<file path="src/mdsd_pkg.sv">
`timescale 1ns / 1ps
// ----------------------------------------------------------------------------
// mdsd_pkg
// Shared types and constants of the minimum-distance symbol detector.
// ----------------------------------------------------------------------------
package mdsd_pkg;

  localparam int MaxPointsDef = 16;
  localparam int CfgW         = 5;
  localparam int DistW        = 33;
  localparam int SqW          = 32;

  localparam logic [CfgW-1:0] PointsInUseRst = CfgW'(4);

  localparam logic ReqDetect = 1'b0;
  localparam logic ReqLoad   = 1'b1;

  typedef struct packed {
    logic               req_type;
    logic [3:0]         point_index;
    logic signed [15:0] sample_i;
    logic signed [15:0] sample_q;
  } mdsd_in_t;

  typedef struct packed {
    logic signed [15:0] est_i;
    logic signed [15:0] est_q;
    logic [3:0]         est_index;
    logic [DistW-1:0]   min_distance;
  } mdsd_out_t;

  typedef struct packed {
    logic load_wr;
    logic sample_ld;
    logic rd_en;
    logic out_ld;
  } mdsd_cmd_t;

  typedef struct packed {
    logic busy;
  } mdsd_sts_t;

endpackage

</file>
<file path="src/mdsd_datapath.sv">
`timescale 1ns / 1ps
// ----------------------------------------------------------------------------
// mdsd_datapath
// Reference point table, distance pipeline and running minimum search.
// ----------------------------------------------------------------------------
module mdsd_datapath import mdsd_pkg::*; #(
  parameter int MAX_POINTS = MaxPointsDef,
  localparam int AddrW = $clog2(MAX_POINTS)
) (
  input  logic             clk_i,
  input  logic             rst_ni,
  input  mdsd_in_t         in_data_i,
  input  mdsd_cmd_t        cmd_i,
  input  logic [AddrW-1:0] rd_addr_i,
  output mdsd_sts_t        sts_o,
  output mdsd_out_t        out_data_o
);

  logic [15:0] mem_i [MAX_POINTS];
  logic [15:0] mem_q [MAX_POINTS];

  logic                    wr_ok;
  logic [AddrW-1:0]        wr_addr;

  logic signed [15:0]      smp_i_q, smp_q_q;

  logic                    v1_q, v2_q;
  logic [15:0]             rd_i_q, rd_q_q;
  logic [AddrW-1:0]        idx1_q, idx2_q;

  logic signed [16:0]      diff_i, diff_q;
  logic signed [33:0]      prod_i, prod_q;
  logic [SqW-1:0]          sq_i_q, sq_q_q;
  logic [15:0]             ref_i2_q, ref_q2_q;

  logic [DistW-1:0]        cand_d;
  logic                    take;
  logic [DistW-1:0]        best_d_q;
  logic [AddrW-1:0]        best_idx_q;
  logic [15:0]             best_i_q, best_q_q;

  mdsd_out_t               out_q;

  assign wr_ok   = 32'(in_data_i.point_index) < 32'(MAX_POINTS);
  assign wr_addr = AddrW'(in_data_i.point_index);

  always_ff @(posedge clk_i) begin
    if (cmd_i.load_wr && wr_ok) begin
      mem_i[wr_addr] <= in_data_i.sample_i;
      mem_q[wr_addr] <= in_data_i.sample_q;
    end
    if (cmd_i.rd_en) begin
      rd_i_q <= mem_i[rd_addr_i];
      rd_q_q <= mem_q[rd_addr_i];
      idx1_q <= rd_addr_i;
    end
  end

  always_ff @(posedge clk_i or negedge rst_ni) begin
    if (!rst_ni) begin
      v1_q <= 1'b0;
      v2_q <= 1'b0;
    end else begin
      v1_q <= cmd_i.rd_en;
      v2_q <= v1_q;
    end
  end

  assign diff_i = 17'(signed'(rd_i_q)) - 17'(smp_i_q);
  assign diff_q = 17'(signed'(rd_q_q)) - 17'(smp_q_q);
  assign prod_i = diff_i * diff_i;
  assign prod_q = diff_q * diff_q;

  assign cand_d = DistW'(sq_i_q) + DistW'(sq_q_q);
  assign take   = (idx2_q == '0) || (cand_d < best_d_q);

  always_ff @(posedge clk_i) begin
    if (cmd_i.sample_ld) begin
      smp_i_q <= in_data_i.sample_i;
      smp_q_q <= in_data_i.sample_q;
    end
    if (v1_q) begin
      sq_i_q   <= SqW'(prod_i);
      sq_q_q   <= SqW'(prod_q);
      idx2_q   <= idx1_q;
      ref_i2_q <= rd_i_q;
      ref_q2_q <= rd_q_q;
    end
    if (v2_q && take) begin
      best_d_q   <= cand_d;
      best_idx_q <= idx2_q;
      best_i_q   <= ref_i2_q;
      best_q_q   <= ref_q2_q;
    end
    if (cmd_i.out_ld) begin
      out_q.est_i        <= best_i_q;
      out_q.est_q        <= best_q_q;
      out_q.est_index    <= 4'(best_idx_q);
      out_q.min_distance <= best_d_q;
    end
  end

  assign sts_o.busy = v1_q || v2_q;
  assign out_data_o = out_q;

endmodule

</file>
<file path="src/mdsd_ctrl.sv">
`timescale 1ns / 1ps
// ----------------------------------------------------------------------------
// mdsd_ctrl
// Sequencer: request decode, table scan addressing and result handoff.
// ----------------------------------------------------------------------------
module mdsd_ctrl import mdsd_pkg::*; #(
  parameter int MAX_POINTS = MaxPointsDef,
  localparam int AddrW = $clog2(MAX_POINTS)
) (
  input  logic             clk_i,
  input  logic             rst_ni,
  input  logic             in_valid_i,
  output logic             in_ready_o,
  input  logic             req_type_i,
  output logic             out_valid_o,
  input  logic             out_ready_i,
  input  logic             cfg_we_i,
  input  logic [CfgW-1:0]  cfg_data_i,
  output mdsd_cmd_t        cmd_o,
  output logic [AddrW-1:0] rd_addr_o,
  input  mdsd_sts_t        sts_i
);

  localparam int NBits = $clog2(MAX_POINTS + 1);
  localparam int NW    = (NBits > CfgW) ? NBits : CfgW;

  typedef enum logic [1:0] {
    ST_IDLE,
    ST_SCAN,
    ST_DRAIN
  } state_e;

  state_e            state_q;
  logic [AddrW-1:0]  cnt_q, last_q;
  logic [AddrW-1:0]  last_d;
  logic              out_valid_q;
  logic [CfgW-1:0]   cfg_q;
  logic [NW-1:0]     n_lim;
  logic              accept, out_free;

  assign accept   = in_valid_i && in_ready_o;
  assign out_free = !out_valid_q || out_ready_i;

  always_comb begin
    n_lim = (cfg_q == '0) ? NW'(1) : NW'(cfg_q);
    if (n_lim > NW'(MAX_POINTS)) begin
      n_lim = NW'(MAX_POINTS);
    end
    last_d = AddrW'(n_lim - NW'(1));
  end

  assign in_ready_o      = (state_q == ST_IDLE);
  assign out_valid_o     = out_valid_q;
  assign rd_addr_o       = cnt_q;
  assign cmd_o.load_wr   = accept && (req_type_i == ReqLoad);
  assign cmd_o.sample_ld = accept && (req_type_i == ReqDetect);
  assign cmd_o.rd_en     = (state_q == ST_SCAN);
  assign cmd_o.out_ld    = (state_q == ST_DRAIN) && !sts_i.busy && out_free;

  always_ff @(posedge clk_i or negedge rst_ni) begin
    if (!rst_ni) begin
      state_q     <= ST_IDLE;
      cnt_q       <= '0;
      last_q      <= '0;
      out_valid_q <= 1'b0;
      cfg_q       <= PointsInUseRst;
    end else begin
      if (cfg_we_i) begin
        cfg_q <= cfg_data_i;
      end
      if (out_valid_q && out_ready_i && !cmd_o.out_ld) begin
        out_valid_q <= 1'b0;
      end
      unique case (state_q)
        ST_IDLE: begin
          if (accept && (req_type_i == ReqDetect)) begin
            cnt_q   <= '0;
            last_q  <= last_d;
            state_q <= ST_SCAN;
          end
        end
        ST_SCAN: begin
          cnt_q <= cnt_q + AddrW'(1);
          if (cnt_q == last_q) begin
            state_q <= ST_DRAIN;
          end
        end
        ST_DRAIN: begin
          if (!sts_i.busy && out_free) begin
            out_valid_q <= 1'b1;
            state_q     <= ST_IDLE;
          end
        end
        default: begin
          state_q <= ST_IDLE;
        end
      endcase
    end
  end

endmodule

</file>
<file path="src/min_distance_symbol_detector.sv">
`timescale 1ns / 1ps
// ----------------------------------------------------------------------------
// min_distance_symbol_detector
// Hard-decision detector: nearest reference point by squared distance.
// ----------------------------------------------------------------------------
// Input channel (in_valid_i/in_ready_o, in_data_i) carries load and detect
// items. A load writes one reference point into the table in the cycle it is
// accepted; the block is ready again on the next cycle and returns no item.
// A detect scans table entries 0 to N-1, one entry per cycle, where N is the
// points_in_use register (zero counts as one, values above MAX_POINTS clamp).
// The result item appears on out_valid_o/out_data_o after the table reads,
// once the multiply and the compare stages have emptied out. A new item is
// accepted once the result sits in the output register, so a detect never
// overlaps the scan or the pipeline stages of the one before it.
// If the receiver stalls, the result waits in the output register; a
// following detect scans meanwhile and holds its own result until the output
// register frees up. Reset empties the output and sets points_in_use to 4;
// the table is not cleared and must be loaded before use.
// cfg_we_i/cfg_data_i write points_in_use; write it only while idle.
// ----------------------------------------------------------------------------
module min_distance_symbol_detector import mdsd_pkg::*; #(
  parameter int MAX_POINTS = MaxPointsDef
) (
  input  logic            clk_i,
  input  logic            rst_ni,
  input  logic            in_valid_i,
  output logic            in_ready_o,
  input  mdsd_in_t        in_data_i,
  output logic            out_valid_o,
  input  logic            out_ready_i,
  output mdsd_out_t       out_data_o,
  input  logic            cfg_we_i,
  input  logic [CfgW-1:0] cfg_data_i
);

  localparam int AddrW = $clog2(MAX_POINTS);

  mdsd_cmd_t        cmd;
  mdsd_sts_t        sts;
  logic [AddrW-1:0] rd_addr;

  mdsd_ctrl #(
    .MAX_POINTS (MAX_POINTS)
  ) u_ctrl (
    .clk_i       (clk_i),
    .rst_ni      (rst_ni),
    .in_valid_i  (in_valid_i),
    .in_ready_o  (in_ready_o),
    .req_type_i  (in_data_i.req_type),
    .out_valid_o (out_valid_o),
    .out_ready_i (out_ready_i),
    .cfg_we_i    (cfg_we_i),
    .cfg_data_i  (cfg_data_i),
    .cmd_o       (cmd),
    .rd_addr_o   (rd_addr),
    .sts_i       (sts)
  );

  mdsd_datapath #(
    .MAX_POINTS (MAX_POINTS)
  ) u_datapath (
    .clk_i      (clk_i),
    .rst_ni     (rst_ni),
    .in_data_i  (in_data_i),
    .cmd_i      (cmd),
    .rd_addr_i  (rd_addr),
    .sts_o      (sts),
    .out_data_o (out_data_o)
  );

endmodule

</file>
<file path="config.mk">
export PLATFORM = sky130hd
export DESIGN_NAME = min_distance_symbol_detector
export DESIGN_NICKNAME = d
export VERILOG_FILES = /design/src/mdsd_pkg.sv /design/src/mdsd_datapath.sv /design/src/mdsd_ctrl.sv /design/src/min_distance_symbol_detector.sv
export SDC_FILE = /design/constraint.sdc
export NUM_CORES = 2
export LEC_CHECK = 0
export BUFFER_PORTS_ARGS = -buffer_cell sky130_fd_sc_hd__clkbuf_2
export CAP_MARGIN = 0
export CORE_MARGIN = 8
export CORE_UTILIZATION = 46
export CTS_CLUSTER_SIZE = 14
export DETAILED_ROUTE_END_ITERATION = 16
export HOLD_SLACK_MARGIN = 0.02
export PLACE_DENSITY = 0.6
export SLEW_MARGIN = 20
export SYNTH_ARGS = -nofsm -noshare
export SYNTH_HDL_FRONTEND = slang
export SYNTH_SLANG_ARGS = --single-unit
export TNS_END_PERCENT = 30
</file>
<file path="constraint.sdc">
create_clock -name clk_i -period 12.7 [get_ports clk_i]
set_input_delay 1.27 -clock clk_i [delete_from_list [all_inputs] [get_ports clk_i]]
set_output_delay 1.27 -clock clk_i [all_outputs]
set_load 0.01 [all_outputs]
</file>
==> flow_metrics.env <==
export IMPL_holdPathStages=0
export IMPL_cts_hold_buf=0
export IMPL_ys_warn_count=0
export IMPL_hpwl_um=81300
export IMPL_grt_max_degree=67
export IMPL_max_slew_margin_pct=26.8
export IMPL_rr_startpoint="u_datapath.rd_i_q[0]"
export IMPL_vias_per_cell=5.28
export IMPL_finalClockSkew_ns=0.0285
export IMPL_clk_pin_slew_ns=0.06
export IMPL_synth_area_top_cells="edfxtp_1, fa_1, ha_1, inv_1, mux4_2"
export IMPL_fin_nets=4831
export IMPL_drtAntennaViolNets=0
export IMPL_io_pins=118
export IMPL_multi_input_area_um2=23500
export IMPL_fmax_ghz=0.109
export IMPL_port_buffers=117
export IMPL_grt_pass1_wl_um=180000
export IMPL_dieWidth_um=350
export IMPL_hp_class="register to register"
export IMPL_syn_nets=4678
export IMPL_drive_gt1_share_pct=11.2
export IMPL_critical_path_max_stage_delay_ns=0.77
export IMPL_nFillCells=9641
export IMPL_grt_util_all_layers_pct=19.2
export IMPL_clock_root_buffer="clkbuf_16"
export IMPL_final_cell_area_um2=56700
export IMPL_synth_area_um2=51400
export IMPL_die_area_um2=123000
export IMPL_placed_area_um2=54000
export IMPL_slowest_stage="xnor2_1"
export IMPL_post_cts_resized=0
export IMPL_drc=0
export IMPL_ys_seq_area_share_pct=48.5
export IMPL_hold_viol_final=0
export IMPL_synth_edf_count=816
export IMPL_min_to="u_datapath.out_data_o[58]"
export IMPL_crit_family="adder cells"
export IMPL_cap_violations=0
export IMPL_insertion_delay_ns=0.66
export IMPL_dr_pass1_iters=5
export IMPL_final_common_cell="edfxtp_1"
export IMPL_ff_latch_area_um2=25000
export IMPL_drt_total_wl_um=117000
export IMPL_worstSetupPathType="register to register"
export IMPL_gp_congestion=0.876
export IMPL_start_util_pct=46.4
export IMPL_hp_start="u_datapath.best_i_q[5]"
export IMPL_critPathLaunch="u_datapath.rd_i_q[0]"
export IMPL_yosysTopAreaCell="edfxtp_1"
export IMPL_cp_depth=32
export IMPL_finalMaxSlewViolations=0
export IMPL_cts_max_path_buffers=3
export IMPL_syn2layout_area_growth_pct=10.2
export IMPL_antenna_found_initial=9
export IMPL_worstPathRequired_ns=13.10
export IMPL_routedWlPerCell_um=21.0
export IMPL_r2r_cells=32
export IMPL_setup_viol=0
export IMPL_ys_types=85
export IMPL_cp_max_fo=12
export IMPL_ff2ff_setup_slack_ns=3.50
export IMPL_finalCriticalPeriod_ns=9.20
export IMPL_timing_rr_end="u_datapath.sq_i_q[31]"
export IMPL_synthArstFlopShare_pct=2.16
export IMPL_yosys_most_used_dff="edfxtp_1"
export IMPL_grt_overflow=0
export IMPL_outcome="finished clean"
export IMPL_critPathCaptureType="register"
export IMPL_htree_num_levels=3
export IMPL_clock_sinks=834
export IMPL_cts_buffers=87
export IMPL_fin_crit_sh_pct=72.5
export IMPL_synth_seq_cells=834
export IMPL_postCtsSetupBuffers=0
export IMPL_cts_tree="built"
export IMPL_cp_buffers_inverters=8
export IMPL_core_rowCount=122
export IMPL_synth_top_area_share_pct=47.6
export IMPL_dieHeight_um=350
export IMPL_tightest_slew_ns=1.10
export IMPL_vias=29400
export IMPL_crit_arrival_ns=9.61
export IMPL_rsz0062_at_grt="no"
export IMPL_drt_initial_drc_count=1948
export IMPL_critPathLaunchType="register"
export IMPL_grt_pass1_vias=30700
export IMPL_mostFrequentLayoutCells="edfxtp_1, inv_1, fa_1"
export IMPL_avgSynthCellArea_um2=13.3
export IMPL_synth_cells=3861
export IMPL_cp_common_cell="inv_1"
export IMPL_core_um2=111000
export IMPL_tns_ns=0
-- metal layers --
layer | global-route usage (%) | vias to the layer above | wire length, µm
met3 | 3.16 | 139 | 6870
met4 | 4.04 | 10 | 1920
li1 | - | 13400 | -
met2 | 32.2 | 718 | 57100
met1 | 26.5 | 15200 | 51100
met5 | 0 | - | 66
-- through the flow --
step | cells | setup slack, ns | util, % | hold slack, ns
global placement | 5413 | 3.65 | 48.8 | 0.401
detailed placement | 5413 | 3.53 | 48.8 | 0.405
global route | 5568 | 2.97 | 51.2 | 0.420
floorplan | 3861 | 3.38 | - | 0.400
finish | 5570 | 3.50 | 51.2 | 0.413
CTS | 5568 | 3.51 | 51.2 | 0.412
-- worst max-delay path by stage --
| stage | endpoint |
|---|---|
| floorplan | u_ctrl.out_valid_o |
| global placement | u_datapath.sq_i_q[31] |
| detailed placement | u_datapath.sq_i_q[31] |
| CTS | u_datapath.sq_i_q[31] |
| global route | u_datapath.sq_i_q[31] |
| finish | u_datapath.sq_i_q[31] |
-- registers in the layout, indices dropped and copies added (netlist names) --
register / count
u_datapath.smp_q_q: 16
u_datapath.idx1_q: 4
u_datapath.mem_i: 256
u_datapath.sq_i_q: 31
u_datapath.mem_q: 256
u_datapath.smp_i_q: 16
u_ctrl.cfg_q: 5
u_datapath.rd_q_q: 16
u_ctrl.state_q: 2
u_datapath.ref_q2_q: 16
u_datapath.best_q_q: 16
u_ctrl.out_valid_o: 1
u_ctrl.last_q: 4
u_datapath.best_d_q: 33
u_datapath.idx2_q: 4
u_ctrl.rd_addr_o: 4
u_datapath.best_idx_q: 4
u_datapath.ref_i2_q: 16
u_datapath.rd_i_q: 16
u_datapath.sq_q_q: 31
u_datapath.out_data_o: 69
u_datapath.best_i_q: 16
u_datapath.v1_q: 1
u_datapath.v2_q: 1
-- cell type report --
class | count | share of cell area, %
sequential | 834 | 44.0
multi-input combinational | 2207 | 41.5
inverter | 716 | 4.74
clock buffer | 98 | 3.91
tap | 1488 | 3.28
timing repair buffer | 168 | 1.71
clock inverter | 57 | 0.801
antenna | 2 | 0.00883
-- Yosys cell counts (all sizes together), types with 5 or more instances --
cell type  instances
edfxtp           816
inv              709
fa               516
nor2             256
ha               254
nand2            250
mux2i            109
a21oi            107
o21ai            104
xnor2             89
clkbuf            67
mux4              64
a21o              53
xor2              43
buf               37
a22oi             34
a221oi            33
nor3              31
mux2              26
nand2b            24
o21a              24
nor2b             21
and2              19
dfrtp             17
nand3             17
and3              13
nand4             10
or3               10
a21boi             9
o31ai              9
or2                9
clkinv             7
o211ai             7
a31oi              6
o21bai             6
a31o               5
nor4               5
-- kinds of logic (layout without fill, tap and decap cells) --
family                   Yosys count  in the layout  share of synthesized area (%)
flip-flops                       834            834                           48.5
AO/OA/AOI/OAI                    433            433                           5.70
buffers and inverters            820           1039                           6.04
XOR/XNOR                         132            132                           2.31
multiplexers                     199            199                           5.49
AND/OR/NAND/NOR                  673            673                           5.68
adder cells (fa/ha/maj)          770            770                           26.3
other                              0              2                              0
Power is not shown: default switching activity piles up to over one toggle a cycle in this logic, so the estimate is an artifact.
